$ cat config.mk
export PLATFORM = sky130hd
export DESIGN_NAME = ssel_fifo
export DESIGN_NICKNAME = d
export VERILOG_FILES = /design/src/ssel_pkg.sv /design/src/ssel_fifo.sv
export SDC_FILE = /design/constraint.sdc
export NUM_CORES = 1
export LEC_CHECK = 0
export ABC_AREA = 1
export BUFFER_PORTS_ARGS = -buffer_cell sky130_fd_sc_hd__buf_4
export CORE_MARGIN = 2
export CORE_UTILIZATION = 61
export CTS_CLUSTER_DIAMETER = 150
export DETAILED_ROUTE_END_ITERATION = 7
export PLACE_DENSITY_LB_ADDON = 0.15
export SYNTH_ARGS = -nofsm -noshare
export SYNTH_HDL_FRONTEND = slang
export SYNTH_SLANG_ARGS = --single-unit
$ cat constraint.sdc
create_clock -name clk -period 3.1 [get_ports clk]
set_input_delay 0.31 -clock clk [delete_from_list [all_inputs] [get_ports clk]]
set_output_delay 0.31 -clock clk [all_outputs]
set_load 0.02 [all_outputs]
$ cat src/ssel_pkg.sv
`timescale 1ns / 1ps
`default_nettype none
// ----------------------------------------------------------------------------
// ssel_pkg
// Shared types and constants of the still frame selector.
// ----------------------------------------------------------------------------
package ssel_pkg;

  localparam int PIX_W            = 8;
  localparam int SCORE_W          = 29;
  localparam int INDEX_W          = 24;
  localparam int MAX_FRAME_PIXELS = 2097152;
  localparam int ADDR_W           = $clog2(MAX_FRAME_PIXELS);
  localparam int POS_W            = ADDR_W + 1;
  localparam int MAX_WINDOW       = 15;
  localparam int WLEN_W           = 4;
  localparam int RING_W           = 4;
  localparam int Q_DEPTH          = 4;
  localparam int Q_AW             = 2;
  localparam int Q_CW             = 3;

  localparam logic [SCORE_W-1:0] SCORE_MAX = {SCORE_W{1'b1}};

  // Register indexes, taken from paddr bit 2.
  localparam logic REG_THRESHOLD = 1'b0;
  localparam logic REG_WINDOW    = 1'b1;

  typedef struct packed {
    logic               valid;
    logic [SCORE_W-1:0] score;
  } ssel_score_t;

  typedef struct packed {
    logic [Q_CW-1:0] count;
  } ssel_q_status_t;

  typedef enum logic [2:0] {
    ST_IDLE,
    ST_CREAD,
    ST_CLATCH,
    ST_READ,
    ST_CMP,
    ST_DONE
  } ssel_state_t;

endpackage
`default_nettype wire

$ cat src/ssel_fifo.sv
`timescale 1ns / 1ps
`default_nettype none
// ----------------------------------------------------------------------------
// ssel_fifo
// Short queue of frame scores between the pixel front and the window back.
// ----------------------------------------------------------------------------
module ssel_fifo (
  input  wire logic                     clk,
  input  wire logic                     rst,
  input  wire ssel_pkg::ssel_score_t    push,
  input  wire logic                     pop,
  output ssel_pkg::ssel_score_t         head,
  output ssel_pkg::ssel_q_status_t      status
);
  import ssel_pkg::*;

  logic [SCORE_W-1:0] mem [Q_DEPTH];
  logic [Q_AW-1:0]    wptr;
  logic [Q_AW-1:0]    rptr;
  logic [Q_CW-1:0]    count;
  logic               do_pop;

  assign do_pop = pop & (count != '0);

  always_ff @(posedge clk) begin
    if (push.valid) begin
      mem[wptr] <= push.score;
    end
  end

  always_ff @(posedge clk) begin
    if (rst) begin
      wptr  <= '0;
      rptr  <= '0;
      count <= '0;
    end else begin
      if (push.valid) begin
        wptr <= wptr + Q_AW'(1);
      end
      if (do_pop) begin
        rptr <= rptr + Q_AW'(1);
      end
      case ({push.valid, do_pop})
        2'b10:   count <= count + Q_CW'(1);
        2'b01:   count <= count - Q_CW'(1);
        default: count <= count;
      endcase
    end
  end

  assign head.valid   = count != '0;
  assign head.score   = mem[rptr];
  assign status.count = count;

endmodule
`default_nettype wire

Yosys cells after proc, flatten, opt, wreduce, memory -nomap -nowiden
Memory sizes are Yosys's and may differ from the RTL's. A register that Yosys moved wholly into a read port is not among the register bits.
Index checks and enable logic that the tools add are counted.
{ "word_totals": {"register_bits": 7, "ram_bits": 116, "in_bits": 33, "out_inout_bits": 33, "elab_cells": 18, "memories": 1} }
{ "memory_table": {"columns": ["memory", "words", "width", "rd", "rd_ports_with_merged_regs", "write_ports", "line_no", "source"], "rows": [
  ["mem", 4, 29, 1, 1, 1, "ssel_fifo.sv:17", "logic [SCORE_W-1:0] mem [Q_DEPTH];"]
]} }
{ "op_classes": {"addsub": 4, "eq_ne": 2, "mux": 5, "bitwise": 1, "n_reduce_logical": 2} }
{ "op_table": {"columns": ["cell", "n"], "rows": [
  ["3-bit one-hot mux with 2 select lines", 1],
  ["2-bit by 1-bit adder with 2-bit output (second input constant)", 2],
  ["2-bit two-way mux", 2],
  ["3-bit by 1-bit adder with 3-bit output (second input constant)", 1],
  ["3-bit nonzero test", 1],
  ["3-bit by 1-bit subtractor with 3-bit output (second input constant)", 1],
  ["2-bit by 1-bit == test with 1-bit output (second input constant)", 1],
  ["2-bit == test (second input constant)", 1],
  ["1-bit two-way mux", 2],
  ["2-bit nonzero test", 1],
  ["1-bit bitwise AND", 1]
]} }

Logic depth before layout (Yosys ltp)
{ "depth": {"depth_word": 4, "depth_mapped": 13, "ltp_nobuf": 13} }

Worst setup path before layout
No wires, ideal clock.
{ "synth_path": {"kind": "reg-to-reg", "start": "register count[1] (netlist: status[1])", "end": "register count[2] (netlist: status[2])", "setup_time_ps": 113, "t_arrival_ps": 1776, "required_ps": 2987, "setup_slack_ps": 1211, "stages_incl_launch_ff": 14, "n_path_buf": 0, "period_less_slack_ps": 1889, "cell_sequence": "dfxtp_1 > nor2_1 > nand2_1 > nand2_1 > inv_2 > ha_1 > inv_1 > fa_1 > inv_1 > nand2_1 > nand3_1 > nand2_1 > nand2_1 > nor2_1"} }
{ "synth_lines": {"columns": ["item", "line_no", "source"], "rows": [
  ["start: declaration", "ssel_fifo.sv:20", "logic [Q_CW-1:0] count;"],
  ["start signal: assignment", "ssel_fifo.sv:44", "2'b10: count <= count + Q_CW'(1);"],
  ["start signal: assignment", "ssel_fifo.sv:45", "2'b01: count <= count - Q_CW'(1);"],
  ["start signal: assignment", "ssel_fifo.sv:46", "default: count <= count;"]
]} }

==> metrics.csv <==
metric,value,unit
status,"finished, final reports clean",
synth_area_leaders,"edfxtp_1, o21ai_0, o22ai_2",
cts_resized,0,
clk_latency,0.50,ns
end_kind,output port,
required,2.79,ns
synth_top_area_frac,0.686,
pwr_density_cell,777,nW/um^2
die_w,95.2,um
fin_crit,2.54,ns
grt_overflow,0,
synth-xor-area-share,0,
maxSlewViolCount,0,
finalPower,5.06,mW
relSlewSlack,0.549,
area_growth,28.3,%
cts.sinks,125,
cp.arrival,2.23,ns
postCtsSetupBuffers,0,
numCtsBuffers,17,
postSynthCellCount,346,
synth_fa_ha_area_frac,0.0163,
avgSynthCellArea,14.7,sq um
drive_above_1_share,0.334,
vias,3139,
hold_class,input port to flop,
synth_top_flop_cell,edfxtp_1,
fp.coreArea,8130,sq um
multi_input_area,1210,sq um
routed_wl,10400,um
grt_max_degree,59,
antenna_cells,0,
p_leak,2.37,nW
synth_common_cells,"edfxtp_1, o21ai_0, nor2_1",
final_core_util,0.800,
finalSetupTns,0,ns
max-vdd-ir-drop,551,uV
die-area,9070,sq um
yosys_warnings,0,
viasPerCell,5.55,
rsz0062_at_grt,false,
synth_cell_type_count,21,
drc_errors,0,
fin_skew,0.00611,ns
rrSetupSlack,1.27,ns
wire_per_inst,18.5,um
nNetsFinal,487,
synth_top_family_by_area,compound AO/OA/AOI/OAI gates,
ys_seq_area_frac,0.722,
synth_compound_gate_area_share,0.126,
cts_hold_buf,8,
pin_count,66,
ant_nets,0,
track_usage,0.236,
grt_pass1_wl,15300,um
syn-num-nets,385,
yosys.area.top_type,edfxtp_1,
drt_iter0_drc,198,
rows,33,
synth_simple_gate_area_frac,0.0954,
seq_area,3660,sq um
n_fill_cell,453,
syn_area,5080,sq um
worstMarginPinSlew,0.675,ns
critPathKind,flop to output port,
worstSetupStartpointType,flop,
ys_async_sr_fraction,0,
synth_edf_count,116,
fin_crit_sh,0.819,
initial_core_util,0.624,
setup_viol,0,
synth_most_common_cell,edfxtp_1,
max_freq,0.394,GHz
hold_violations,0,
die_h,95.2,um
ys_ff_latch,125,
hpwl,5610,um
antenna_found_initial,0,
htreeDepth,4,
tritoncts,built,
gp_congestion,0.738,
dr.pass1.iters,4,
synthMuxAreaShare,0,
portBuffers,65,
clk_pin_slew,0.05,ns
grt_pass1_vias,3085,
cap_violations,0,
root_buffer,clkbuf_8,
cp_max_fo,27,
clockBufferDepth,2,
[flip-flops by register name, indices dropped and copies added (netlist names), named ones only]
signal,cells
wptr,2
rptr,2
status,3
mem,116
[final timing paths]
path | from | to | depth (start not counted)
min reg2reg | rptr[1]$_SDFFE_PP0P_ | rptr[1]$_SDFFE_PP0P_ | 2
max reg2reg | wptr[1]$_SDFFE_PP0P_ | mem[1][10]$_DFFE_PP_ | 5
min | push[5] | mem[3][5]$_DFFE_PP_ | 1
max | flop | head[28] | 5
[final cells by class]
cell class / instances / area share
multi-input combinational: 184 / 0.186
clock buffer: 18 / 0.0642
inverter: 19 / 0.0111
tap: 105 / 0.0202
sequential: 125 / 0.563
timing repair buffer: 101 / 0.129
clock inverter: 14 / 0.0269
[critical path, cell delays in order (launching register included)]
cell      delay [ns]
dfxtp_2         0.33
clkinv_2        0.49
buf_12          0.40
o21ai_0         0.21
o22ai_1         0.12
buf_4           0.17
[kinds of logic (layout without fill, tap and decap cells)]
| group | after synthesis | in the layout |
|---|---|---|
| and+or+nand+nor | 82 | 82 |
| DFF | 125 | 125 |
| adders and majority gates | 6 | 6 |
| AOI/OAI and AO/OA | 96 | 96 |
| buffers and inverters | 37 | 152 |
[where the power goes]
group          switching (mW)  total, mW  internal [mW]
clock                   0.668       1.96           1.29
combinational           0.705       1.13          0.425
sequential             0.0350       1.97           1.94
total                    1.41       5.06           3.65
[placed cells by master (no fill, tap or decap)]
master         Yosys  routed
nor2_2             9       9
dfxtp_1            9       8
inv_2              5       4
clkbuf_16          0      16
dlygate4sd3_1      0      28
bufinv_16          0       4
ha_1               5       5
edfxtp_1         116     116
clkbuf_1           2       1
clkinv_4           0       1
o22ai_2           20      20
nor2_4            20      20
nor2_1            35      35
o21ai_0           58      58
clkinv_2           0       2
o22ai_1            9       9
clkinvlp_4         0       3
o21ai_1            4       4
inv_1             14      14
a21oi_1            5       5
dfxtp_2            0       1
buf_4              1      72
clkinv_1           0       5
nand3_1            3       3
fa_1               1       1
buf_12             2       1
nand2_1           15      15
clkbuf_8           0       1
[per-layer routing]
layer  part of all wire  GRT usage
met5                  0          0
met4              0.011     0.0906
met3              0.048     0.0601
met2               0.54      0.414
met1               0.40      0.281
[through the flow]
stage | setup slack [ns] | hold slack, ns | cell area [sq um] | cells
final | 0.561 | 0.0270 | 6510 | 566
after global routing | 0.416 | 0.000600 | 6510 | 566
after CTS | 0.540 | 0.0000493 | 6310 | 546
after detailed placement | 1.09 | 0.496 | 5640 | 506
after global placement | 1.17 | 0.483 | 5640 | 506
after floorplan | 1.21 | 0.388 | 5080 | 346
Power figures use the tool's default switching activity.
