--- config.mk ---
export PLATFORM = sky130hd
export DESIGN_NAME = ssel_back
export DESIGN_NICKNAME = d
export VERILOG_FILES = /design/src/ssel_pkg.sv /design/src/ssel_back.sv
export SDC_FILE = /design/constraint.sdc
export NUM_CORES = 1
export LEC_CHECK = 0
export BUFFER_PORTS_ARGS = -buffer_cell sky130_fd_sc_hd__buf_2
export CAP_MARGIN = 20
export CORE_MARGIN = 8
export CORE_UTILIZATION = 35
export DETAILED_ROUTE_END_ITERATION = 16
export SYNTH_ARGS = -nofsm -noshare
export SYNTH_HDL_FRONTEND = slang
export SYNTH_SLANG_ARGS = --single-unit
--- constraint.sdc ---
create_clock -name clk -period 21.7 [get_ports clk]
set_input_delay 6.51 -clock clk [delete_from_list [all_inputs] [get_ports clk]]
set_output_delay 6.51 -clock clk [all_outputs]
set_load 0.02 [all_outputs]
--- src/ssel_pkg.sv ---
`timescale 1ns / 1ps
`default_nettype none
// ----------------------------------------------------------------------------
// ssel_pkg
// Shared types and constants of the still frame selector.
// ----------------------------------------------------------------------------
package ssel_pkg;

  localparam int PIX_W            = 8;
  localparam int SCORE_W          = 29;
  localparam int INDEX_W          = 24;
  localparam int MAX_FRAME_PIXELS = 2097152;
  localparam int ADDR_W           = $clog2(MAX_FRAME_PIXELS);
  localparam int POS_W            = ADDR_W + 1;
  localparam int MAX_WINDOW       = 15;
  localparam int WLEN_W           = 4;
  localparam int RING_W           = 4;
  localparam int Q_DEPTH          = 4;
  localparam int Q_AW             = 2;
  localparam int Q_CW             = 3;

  localparam logic [SCORE_W-1:0] SCORE_MAX = {SCORE_W{1'b1}};

  // Register indexes, taken from paddr bit 2.
  localparam logic REG_THRESHOLD = 1'b0;
  localparam logic REG_WINDOW    = 1'b1;

  typedef struct packed {
    logic               valid;
    logic [SCORE_W-1:0] score;
  } ssel_score_t;

  typedef struct packed {
    logic [Q_CW-1:0] count;
  } ssel_q_status_t;

  typedef enum logic [2:0] {
    ST_IDLE,
    ST_CREAD,
    ST_CLATCH,
    ST_READ,
    ST_CMP,
    ST_DONE
  } ssel_state_t;

endpackage
`default_nettype wire

--- src/ssel_back.sv ---
`timescale 1ns / 1ps
`default_nettype none
// ----------------------------------------------------------------------------
// ssel_back
// Score window: ring of recent frames, local minimum check, result register.
// ----------------------------------------------------------------------------
module ssel_back (
  input  wire logic                          clk,
  input  wire logic                          rst,
  input  wire ssel_pkg::ssel_score_t         q_head,
  output logic                               q_pop,
  input  wire logic [ssel_pkg::SCORE_W-1:0]  threshold_sum,
  input  wire logic [ssel_pkg::WLEN_W-1:0]   window_length,
  output logic                               m_tvalid,
  input  wire logic                          m_tready,
  output logic [ssel_pkg::INDEX_W-1:0]       frame_index,
  output logic [ssel_pkg::SCORE_W-1:0]       frame_score
);
  import ssel_pkg::*;

  logic [SCORE_W-1:0] ring_score [2**RING_W];
  logic [INDEX_W-1:0] ring_index [2**RING_W];
  logic [SCORE_W-1:0] rd_score;
  logic [INDEX_W-1:0] rd_index;

  ssel_state_t        state;
  ssel_state_t        state_next;
  logic [RING_W-1:0]  head;
  logic [WLEN_W-1:0]  fill;
  logic [INDEX_W-1:0] frame_counter;
  logic [WLEN_W-1:0]  len;
  logic [WLEN_W-1:0]  idx;
  logic [SCORE_W-1:0] centre_score;
  logic [INDEX_W-1:0] centre_index;
  logic               is_min;

  logic [WLEN_W-1:0]  len_now;
  logic [WLEN_W-1:0]  fill_after;
  logic [RING_W-1:0]  centre;
  logic [RING_W-1:0]  raddr;
  logic               ring_we;
  logic               do_latch;
  logic               do_fail;
  logic               do_inc;
  logic               emit;
  logic               load_out;
  logic               do_drop;
  logic [WLEN_W-1:0]  drop_cnt;

  assign len_now    = (window_length == '0) ? WLEN_W'(1) : window_length;
  assign fill_after = (fill == WLEN_W'(MAX_WINDOW)) ? fill : fill + WLEN_W'(1);
  assign centre     = RING_W'(len >> 1);
  assign emit       = is_min & (centre_score < threshold_sum);

  always_comb begin
    state_next = state;
    unique case (state)
      ST_IDLE: begin
        if (q_head.valid && fill_after >= len_now) begin
          state_next = ST_CREAD;
        end
      end
      ST_CREAD:  state_next = ST_CLATCH;
      ST_CLATCH: state_next = ST_READ;
      ST_READ:   state_next = ST_CMP;
      ST_CMP: begin
        if (centre_score > rd_score || idx == len - WLEN_W'(1)) begin
          state_next = ST_DONE;
        end else begin
          state_next = ST_READ;
        end
      end
      ST_DONE: begin
        if (!(emit && m_tvalid && !m_tready)) begin
          state_next = ST_IDLE;
        end
      end
      default: state_next = ST_IDLE;
    endcase
  end

  always_comb begin
    q_pop    = 1'b0;
    ring_we  = 1'b0;
    raddr    = head;
    do_latch = 1'b0;
    do_fail  = 1'b0;
    do_inc   = 1'b0;
    load_out = 1'b0;
    do_drop  = 1'b0;
    drop_cnt = WLEN_W'(1);
    unique case (state)
      ST_IDLE: begin
        q_pop   = q_head.valid;
        ring_we = q_head.valid;
      end
      ST_CREAD:  raddr = head + centre;
      ST_CLATCH: do_latch = 1'b1;
      ST_READ:   raddr = head + RING_W'(idx);
      ST_CMP: begin
        do_fail = centre_score > rd_score;
        do_inc  = 1'b1;
      end
      ST_DONE: begin
        if (!(emit && m_tvalid && !m_tready)) begin
          do_drop = 1'b1;
          if (emit) begin
            load_out = 1'b1;
            drop_cnt = WLEN_W'(centre) + WLEN_W'(1);
          end
        end
      end
      default: ;
    endcase
  end

  // With a full ring the oldest entry goes, and head + fill still addresses
  // the slot after the newest one.
  always_ff @(posedge clk) begin
    if (ring_we) begin
      ring_score[head + RING_W'(fill)] <= q_head.score;
      ring_index[head + RING_W'(fill)] <= frame_counter;
    end
    rd_score <= ring_score[raddr];
    rd_index <= ring_index[raddr];
  end

  always_ff @(posedge clk) begin
    if (rst) begin
      state         <= ST_IDLE;
      head          <= '0;
      fill          <= '0;
      frame_counter <= '0;
      m_tvalid      <= 1'b0;
    end else begin
      state <= state_next;
      if (ring_we) begin
        fill          <= fill_after;
        frame_counter <= frame_counter + INDEX_W'(1);
        if (fill == WLEN_W'(MAX_WINDOW)) begin
          head <= head + RING_W'(1);
        end
      end
      if (do_drop) begin
        head <= head + RING_W'(drop_cnt);
        fill <= fill - drop_cnt;
      end
      if (load_out) begin
        m_tvalid <= 1'b1;
      end else if (m_tready) begin
        m_tvalid <= 1'b0;
      end
    end
  end

  always_ff @(posedge clk) begin
    if (ring_we) begin
      len <= len_now;
    end
    if (do_latch) begin
      centre_score <= rd_score;
      centre_index <= rd_index;
      is_min       <= 1'b1;
      idx          <= '0;
    end
    if (do_fail) begin
      is_min <= 1'b0;
    end
    if (do_inc) begin
      idx <= idx + WLEN_W'(1);
    end
    if (load_out) begin
      frame_index <= centre_index;
      frame_score <= centre_score;
    end
  end

endmodule
`default_nettype wire

## Yosys cells after proc, flatten, opt, wreduce, memory -nomap -nowiden

Memories as Yosys holds them, arrays and structs flattened. A register that Yosys moved wholly into a read port is not among the register bits.
Index checks and enable logic that the tools add are counted.

- Flip-flop bits (word level): 151
- Bits in writable memories: 848
- Bits of input ports: 66
- Memories kept: 2

Memory list:

| memory | depth | bits a word | read ports | clocked after Yosys merged registers in | write ports | RTL line | RTL |
|---|---|---|---|---|---|---|---|
| ring_score | 16 | 29 | 1 | 1 | 1 | ssel_back.sv:21 | `logic [SCORE_W-1:0] ring_score [2**RING_W];` |
| ring_index | 16 | 24 | 1 | 1 | 1 | ssel_back.sv:22 | `logic [INDEX_W-1:0] ring_index [2**RING_W];` |

- Add/subtract/negate cells: 11
- Magnitude comparators: 3
- Equal/unequal tests: 9
- Mux-type cells: 30
- Bitwise gates (word level): 1
- Reduce and logical (&&, ||, !) cells: 13

Operators with widths:

| kind | count |
|---|---|
| $mux W4 | 12 |
| $gt A29 B29 Y1 | 1 |
| $lt A29 B29 Y1 | 1 |
| $add A24 B1 Y24 const B | 1 |
| $pmux W3 S6 | 1 |
| $mux W1 | 13 |
| $add A4 B1 Y4 const B | 3 |
| $add A4 B4 Y4 | 3 |
| $mux W3 | 3 |
| $pmux W4 S2 | 1 |
| $reduce_bool A2 Y1 | 4 |
| $eq A3 B2 Y1 const B | 2 |
| $eq A3 B3 Y1 const B | 2 |
| $add A3 B1 Y4 const B | 1 |
| $add A4 B3 Y4 | 1 |
| $eq A4 B4 Y1 | 1 |
| $eq A4 B4 Y1 const B | 1 |
| $ge A4 B4 Y1 | 1 |
| $logic_not A4 Y1 | 1 |
| $ne A2 B2 Y1 const B | 2 |
| $reduce_and A2 Y1 | 2 |
| $sub A4 B1 Y4 const B | 1 |
| $sub A4 B4 Y4 | 1 |
| $eq A3 B1 Y1 const B | 1 |
| 5 further kinds | 7 |

## Logic depth before layout (Yosys ltp)

Gate-level depths: netlist (run 1).

- Depth in word-level cells: 8
- Gate-level depth with buffers: 15
- Depth with buffers taken out: 15

## Worst setup path before layout (run 1)

No wires, ideal clock.

- Kind: input-to-output
- From: input q_head[29] (netlist name)
- To: output q_pop
- Arrival time: 7.194 ns
- Slack: 7.996 ns
- Stages: 3
- Path buffers: 1
- Cells stage by stage: nand3_4 inv_2 clkbuf_1

- Longest elaborated chain between the ends: 1

RTL lines:

| item | RTL line | RTL |
|---|---|---|
| from (decl) | ssel_back.sv:10 | `input wire ssel_pkg::ssel_score_t q_head,` |
| $mux W1 | ssel_back.sv:92 | `unique case (state)` |
| to (decl) | ssel_back.sv:11 | `output logic q_pop,` |

Every way passes these cells.

## Final worst setup path (run 1)

Same ends and word-level chain as after synthesis.

==> flow_metrics.py, run 1 <==
metrics = {
    "synth": {
        "synth_area_leader_cell": "edfxtp_1",
        "synth_enable_flop_cells": 962,
        "portion_of_the_post_synthesis_area_used_by_sequential_elements_pct": 73.0,
        "ys_dominant_reg_cell": "edfxtp_1",
        "syn-instance-count": 2572,
        "syn_area_per_cell_sq_um": 16.3,
        "post-synth-top-area-fraction_pct": 68.7,
        "postSynth.asyncResetShare_pct": 0,
        "syn_nets": 2722,
        "cell_area_after_technology_mapping_sq_um": 42000,
        "synthesis.yosys.warnings": 0,
        "yosys_register_bits": 1052,
        "yosysUniqueCellTypes": 65,
        "ys_top_cells_by_area": "edfxtp_1 69%, mux2i_1 7.5%, dfxtp_1 4.3%",
    },
    "global_routing": {
        "first_global_vias": 21600,
        "pin_count_of_the_biggest_net_entering_global_routing": 157,
        "first_pass_grt_wire_length_mm": 138,
        "grt_overflow_total": 0,
        "grt_usage_pct": 13.7,
        "grt_antenna_before_repair": 13,
    },
    "power_and_ir_drop": {
        "power_density_of_the_placed_cells_nw_per_um2": 93.4,
        "seqPwrFrac_pct": 52.0,
        "p_clk_share_pct": 40.4,
        "netSwitchingPower_w": 0.000989,
        "p_int_w": 0.00349,
        "comb_power_share_pct": 7.6,
        "netSwitchingFraction_pct": 22.1,
        "power.leakage_nw": 18.4,
        "power.ir.vdd_worst_mv": 0.0582,
    },
    "clocking": {
        "ctsHtreeMaxLevel": 3,
        "ctsHoldBuffers": 0,
        "cts_buffers": 101,
        "clock_root_buffer": "clkbuf_16",
        "clock_insertion_delay_at_the_later_pin_of_the_skew_report_ns": 0.66,
        "clkSinkCount": 1052,
        "tritoncts": "done",
        "clk_pin_slew_ns": 0.06,
        "post-cts-setup-buffers": 0,
        "post_cts.resized_instances": 0,
        "max-clock-path-buffers": 3,
    },
    "route": {
        "viasPerCell": 4.97,
        "num_vias": 21900,
        "wl_per_cell_microns": 21.1,
        "first_pass_iteration_count_of_the_detailed_router": 5,
        "finalWirelength_mm": 93.1,
        "remaining_drc_errors": 0,
        "drtAntennaViolNets": 0,
        "drtIter0Drc": 1518,
    },
    "cells_and_area": {
        "layout-drive-gt1-share_pct": 14.6,
        "finish.net_count": 2852,
        "area_growth_syn_to_layout_pct": 14.0,
        "most-common-layout-cells": "962 x edfxtp_1, 314 x mux2i_1, 261 x nand2_1, 120 x buf_2, 112 x a211oi_1",
        "mostFrequentLayoutCell": "edfxtp_1",
        "final_cell_count_no_fill": 4402,
    },
    "die": {
        "die-area_sq_um": 131000,
        "std_cell_rows": 127,
        "die_height_microns": 363,
        "start_util_pct": 35.2,
        "fp.dieW_microns": 363,
        "core_area_sq_um": 119000,
        "io_pins": 121,
    },
    "sta": {
        "fin_crit_ns": 13.87,
        "fin_crit_share_pct": 63.9,
        "timing.slew.headroom_pct": 19.9,
        "worst_clock_skew_ns": 0.0207,
        "fmax_mhz": 72.1,
        "rsz_0062_raised_after_global_routing": "false",
        "holdWs_ns": 0.402,
        "timing_hold_violations_final": 0,
        "timing.final.setup_violations": 0,
        "worstMarginPinSlew_ns": 1.20,
        "setup_total_negative_slack_ns": 0,
        "post-route-worst-setup-slack_ns": 7.83,
        "timing_max_transition_violations_final": 0,
    },
    "placed_design": {
        "hpwlAfterDp_mm": 50.3,
        "gp_congestion": 0.728,
        "buffer_ports.inserted": 120,
        "place_ws_ns": 7.83,
        "place.detailed.instances": 4211,
    },
    "critical_path": {
        "required_time_reported_for_the_critical_path_endpoint_ns": 15.19,
        "crit_path_max_fanout": 17,
        "timing.critical_path.from_type": "input pin",
        "setup.worst_path.end_class": "output port",
        "timing.setup.critical_path_class": "in2out",
        "worst_ep_arrival_time_ns": 7.36,
    },
    "run_status": {
        "result_of_the_run": "complete, no violations",
    },
    "min_path": {
        "holdCritPathClass": "reg2reg",
    },
    "job": {
        "maxCapViolations": 0,
    },
}
## cell type report
type / instances / area [sq um]
clock inverters: 65 / 703
well taps: 1612 / 2020
flip-flops and latches: 1052 / 30700
fillers: 10800 / 71600
inverters: 74 / 278
repair buffers: 156 / 928
clock buffers: 125 / 2740
diodes: 1 / 2.50
multi-input cells: 1317 / 10600
## cells in the mapped netlist, types with 2 or more instances
master    instances
nor2_1           53
o21ai_0          11
buf_1             6
nand3_1          16
a21o_1           13
o31ai_1           2
inv_1            73
fa_1              4
clkbuf_1         48
o41ai_1           2
edfxtp_1        962
ha_1             80
or2_2             2
nand2b_1          6
a221o_1           2
nor4_1            5
o21a_1            2
and4_1            4
and2_1          110
a211oi_1        112
nor2b_1           7
nand2_1         261
o21ai_1           4
and3_1            8
buf_2            53
or3_1             7
mux4_2           52
nand4_1          13
buf_6            17
dfxtp_1          90
mux2i_1         316
a31oi_1         106
a21oi_1          38
xor2_1           20
buf_4             5
nor3_1            8
mux2_2            4
a211o_1           2
xnor2_1          22
## power by group through the flow
stage	Clock, W	Combinational (W)	Sequential, W
2_1_floorplan	0	0.000236	0.00235
4_1_cts	0.00185	0.000348	0.00233
5_1_grt	0.00193	0.000378	0.00233
3_5_place_dp	0	0.000346	0.00237
3_3_place_gp	0	0.000340	0.00237
6_report	0.00181	0.000341	0.00233
## state kept, by name, indices dropped and copies added, names as in the netlist, 24 cells and up
name	cells
centre_index	24
centre_score	29
frame_counter	24
frame_index	24
frame_score	29
rd_index	24
rd_score	29
ring_index	384
ring_score	464
## metal layers
metal,track usage [%],vias up,share of wire [%]
li1,-,10100,-
met2,23.1,504,48
met5,0,-,0.019
met1,18.5,11100,44
met4,3.62,2,2.2
met3,2.32,146,5.4
## cells by family (layout without fill, tap and decap cells)
group	count (synthesis)	after routing	synth area share, %
DFF	1052	1052	73.0
and+or+nand+nor	506	506	5.70
muxes	374	374	10.5
AOI/OAI and AO/OA	310	310	5.03
buffers and inverters	203	420	2.32
adders and majority gates	84	84	2.57
xor gates and xnor gates	43	43	0.914
other	0	1	0
## stage by stage
stage	power (W)	instance area (sq um)	utilization [%]
6_report	0.00448	47900	40.1
5_1_grt	0.00464	47900	40.1
4_1_cts	0.00453	47900	40.1
3_5_place_dp	0.00272	44500	37.2
3_3_place_gp	0.00271	44400	37.2
2_1_floorplan	0.00259	42000	-
## worst paths after layout
check / startpoint / endpoint / slack, ns / depth (start not counted)
worst min-delay path: rd_index[4] / centre_index[4] / 0.40 / 0
worst min register to register: rd_index[4] / centre_index[4] / 0.40 / 0
worst max-delay path: q_head[29] / q_pop / 7.83 / 4
worst max register to register: state[0] / rd_score[22] / 15.74 / 12
## worst max-delay path: stages
cell,delay (ns)
buf_2,0.12
nand3_4,0.13
inv_2,0.33
buf_2,0.27
No activity file was read; power rests on OpenSTA's default activity.
==> run 2, diff against run 1 <==
--- a/config.mk
+++ b/config.mk
@@ -5,6 +5,7 @@
 export SDC_FILE = /design/constraint.sdc
 export NUM_CORES = 1
 export LEC_CHECK = 0
+export ABC_AREA = 1
 export BUFFER_PORTS_ARGS = -buffer_cell sky130_fd_sc_hd__buf_2
 export CAP_MARGIN = 20
 export CORE_MARGIN = 8
==> constraint.sdc (replaced) <==
create_clock -name clk -period 12.4 [get_ports clk]
set_input_delay 3.72 -clock clk [delete_from_list [all_inputs] [get_ports clk]]
set_output_delay 3.72 -clock clk [all_outputs]
set_load 0.02 [all_outputs]
==> flow_metrics.py, run 2 <==
metrics = {
    "global_routing": {
        "first_pass_grt_wire_length_mm": 157,
        "first_global_vias": 24300,
        "grt_antenna_before_repair": 10,
        "pin_count_of_the_biggest_net_entering_global_routing": 215,
        "grt_usage_pct": 15.6,
        "grt_overflow_total": 0,
    },
    "die": {
        "start_util_pct": 35.2,
        "die-area_sq_um": 130000,
        "std_cell_rows": 126,
        "die_height_microns": 360,
        "core_area_sq_um": 118000,
        "io_pins": 121,
        "fp.dieW_microns": 360,
    },
    "route": {
        "first_pass_iteration_count_of_the_detailed_router": 5,
        "drtAntennaViolNets": 0,
        "finalWirelength_mm": 106,
        "viasPerCell": 5.27,
        "remaining_drc_errors": 0,
        "wl_per_cell_microns": 22.0,
        "drtIter0Drc": 2510,
        "num_vias": 25300,
    },
    "sta": {
        "fin_crit_share_pct": 66.5,
        "worst_clock_skew_ns": 0.0157,
        "fin_crit_ns": 8.24,
        "fmax_mhz": 121,
        "setup_total_negative_slack_ns": 0,
        "timing.slew.headroom_pct": 19.4,
        "timing_max_transition_violations_final": 0,
        "worstMarginPinSlew_ns": 1.21,
        "timing.final.setup_violations": 0,
        "rsz_0062_raised_after_global_routing": "false",
        "timing_hold_violations_final": 0,
    },
    "synth": {
        "yosys_register_bits": 1052,
        "synth_enable_flop_cells": 962,
        "synth.cells.most_frequent": "962 x edfxtp_1, 517 x nor2_1, 404 x o21ai_0",
        "synthesis.yosys.warnings": 0,
        "portion_of_the_post_synthesis_area_used_by_sequential_elements_pct": 74.0,
        "leading_cell_type_by_number_of_instances_after_synthesis": "edfxtp_1",
        "synth_area_leader_cell": "edfxtp_1",
        "ys_top_cells_by_area": "edfxtp_1 70%, o21ai_0 4.9%, nor2_1 4.7%",
        "postSynth.asyncResetShare_pct": 0,
        "post-synth-top-area-fraction_pct": 69.7,
        "syn_area_per_cell_sq_um": 13.4,
        "ys_dominant_reg_cell": "edfxtp_1",
        "cell_area_after_technology_mapping_sq_um": 41400,
        "yosysUniqueCellTypes": 51,
        "syn-instance-count": 3092,
        "syn_nets": 3242,
    },
    "cells_and_area": {
        "layout-drive-gt1-share_pct": 10.6,
        "fin_area_sq_um": 46800,
        "largest_registers": "ring_score x464, ring_index x384",
        "largest_register_ff_count": 464,
        "registers.top_by_ff_count": "ring_score",
        "finish.net_count": 3323,
        "mostFrequentLayoutCell": "edfxtp_1",
        "most-common-layout-cells": "962 x edfxtp_1, 500 x nor2_1, 404 x o21ai_0, 156 x nand2_1, 153 x o221ai_1",
        "area_growth_syn_to_layout_pct": 12.8,
    },
    "critical_path": {
        "crit_path_max_fanout": 16,
        "timing.critical_path.from_type": "input pin",
        "worst_ep_arrival_time_ns": 4.52,
        "timing.setup.critical_path_class": "in2out",
        "r2r_end": "rd_index[3]",
        "worstSetupEndpoint": "q_pop",
        "r2r.worst_path.cells": 15,
        "crit_path_start": "q_head[29]",
        "required_time_reported_for_the_critical_path_endpoint_ns": 8.68,
        "reg2reg_from": "state[0]",
        "reg2reg_slack_ns": 7.05,
        "setup.worst_path.end_class": "output port",
    },
    "power_and_ir_drop": {
        "p_clk_share_pct": 31.8,
        "comb_power_share_pct": 20.9,
        "power.ir.vdd_worst_mv": 0.102,
        "seqPwrFrac_pct": 47.3,
        "power_density_of_the_placed_cells_nw_per_um2": 198,
        "power.leakage_nw": 15.8,
        "netSwitchingPower_w": 0.00281,
        "p_int_w": 0.00644,
        "netSwitchingFraction_pct": 30.4,
    },
    "placed_design": {
        "cell_area_placed_sq_um": 43600,
        "buffer_ports.inserted": 120,
        "hpwlAfterDp_mm": 53.9,
        "gp_congestion": 0.773,
    },
    "clocking": {
        "cts_buffers": 100,
        "clk_pin_slew_ns": 0.06,
        "ctsHoldBuffers": 0,
        "post_cts.resized_instances": 0,
        "clock_insertion_delay_at_the_later_pin_of_the_skew_report_ns": 0.65,
        "clock_root_buffer": "clkbuf_16",
        "tritoncts": "done",
        "max-clock-path-buffers": 3,
        "post-cts-setup-buffers": 0,
        "ctsHtreeMaxLevel": 3,
        "clkSinkCount": 1052,
    },
    "min_path": {
        "holdCritPathClass": "reg2reg",
        "worst_hold_path_cell_count": 0,
    },
    "job": {
        "maxCapViolations": 0,
    },
    "run_status": {
        "result_of_the_run": "complete, no violations",
    },
}
==> run 2: per-stage QoR <==
stage	hold slack [ns]	util, %	std cells	power, W	setup slack [ns]
global placement	0.388	37.0	4606	0.00637	4.16
global route	0.406	39.7	4795	0.00971	4.08
floorplan	0.386	-	3092	0.00571	3.79
detailed placement	0.389	37.0	4607	0.00640	4.13
CTS	0.402	39.7	4795	0.00933	4.13
finish	0.401	39.7	4796	0.00926	4.16
==> run 2: cell type report <==
| class | count | area [sq um] |
|---|---|---|
| Multi-Input combinational cell | 1724 | 9540 |
| Clock buffer | 149 | 2830 |
| Inverter | 138 | 543 |
| Sequential cell | 1052 | 30700 |
| Tap cell | 1536 | 1920 |
| Timing Repair Buffer | 157 | 903 |
| Clock inverter | 39 | 329 |
| Antenna cell | 1 | 2.50 |
| Fill cell | 10800 | 71000 |
==> run 2: worst max-delay path, stage by stage <==
cell     delay (ns)
buf_2          0.12
nand3_4        0.14
inv_2          0.28
buf_2          0.26
==> run 2: worst min path at each step <==
stage	slack, ns	to	startpoint
2_1_floorplan	0.39	centre_index[0]	rd_index[0]
3_3_place_gp	0.39	centre_index[5]	rd_index[5]
3_5_place_dp	0.39	centre_index[16]	rd_index[16]
4_1_cts	0.40	centre_index[16]	rd_index[16]
5_1_grt	0.41	centre_index[23]	rd_index[23]
6_report	0.40	centre_index[16]	rd_index[16]
==> run 2: logic make-up after synthesis <==
group,Yosys count,synth area share [%]
XOR/XNOR,23,0.504
AO/OA/AOI/OAI,794,11.3
AND/OR/NAND/NOR,823,8.18
buffers and inverters,316,3.32
flip-flops,1052,74.0
adder cells (fa/ha/maj),84,2.61
==> run 2: routing by layer <==
metal  vias to the layer above  track usage [%]  wire [microns]
met2                       832             25.5           49200
met1                     12700             21.7           46900
met5                         -                0              13
li1                      11700                -               -
met4                         2             3.46            1550
met3                       123             2.93            7790
==> run 2: power by group through the flow <==
| stage | sequential [W] | combinational, W | clock [W] |
|---|---|---|---|
| 6_report | 0.00438 | 0.00193 | 0.00294 |
| 5_1_grt | 0.00441 | 0.00216 | 0.00314 |
| 4_1_cts | 0.00438 | 0.00195 | 0.00300 |
| 3_5_place_dp | 0.00445 | 0.00194 | 0 |
| 3_3_place_gp | 0.00445 | 0.00192 | 0 |
| 2_1_floorplan | 0.00439 | 0.00132 | 0 |
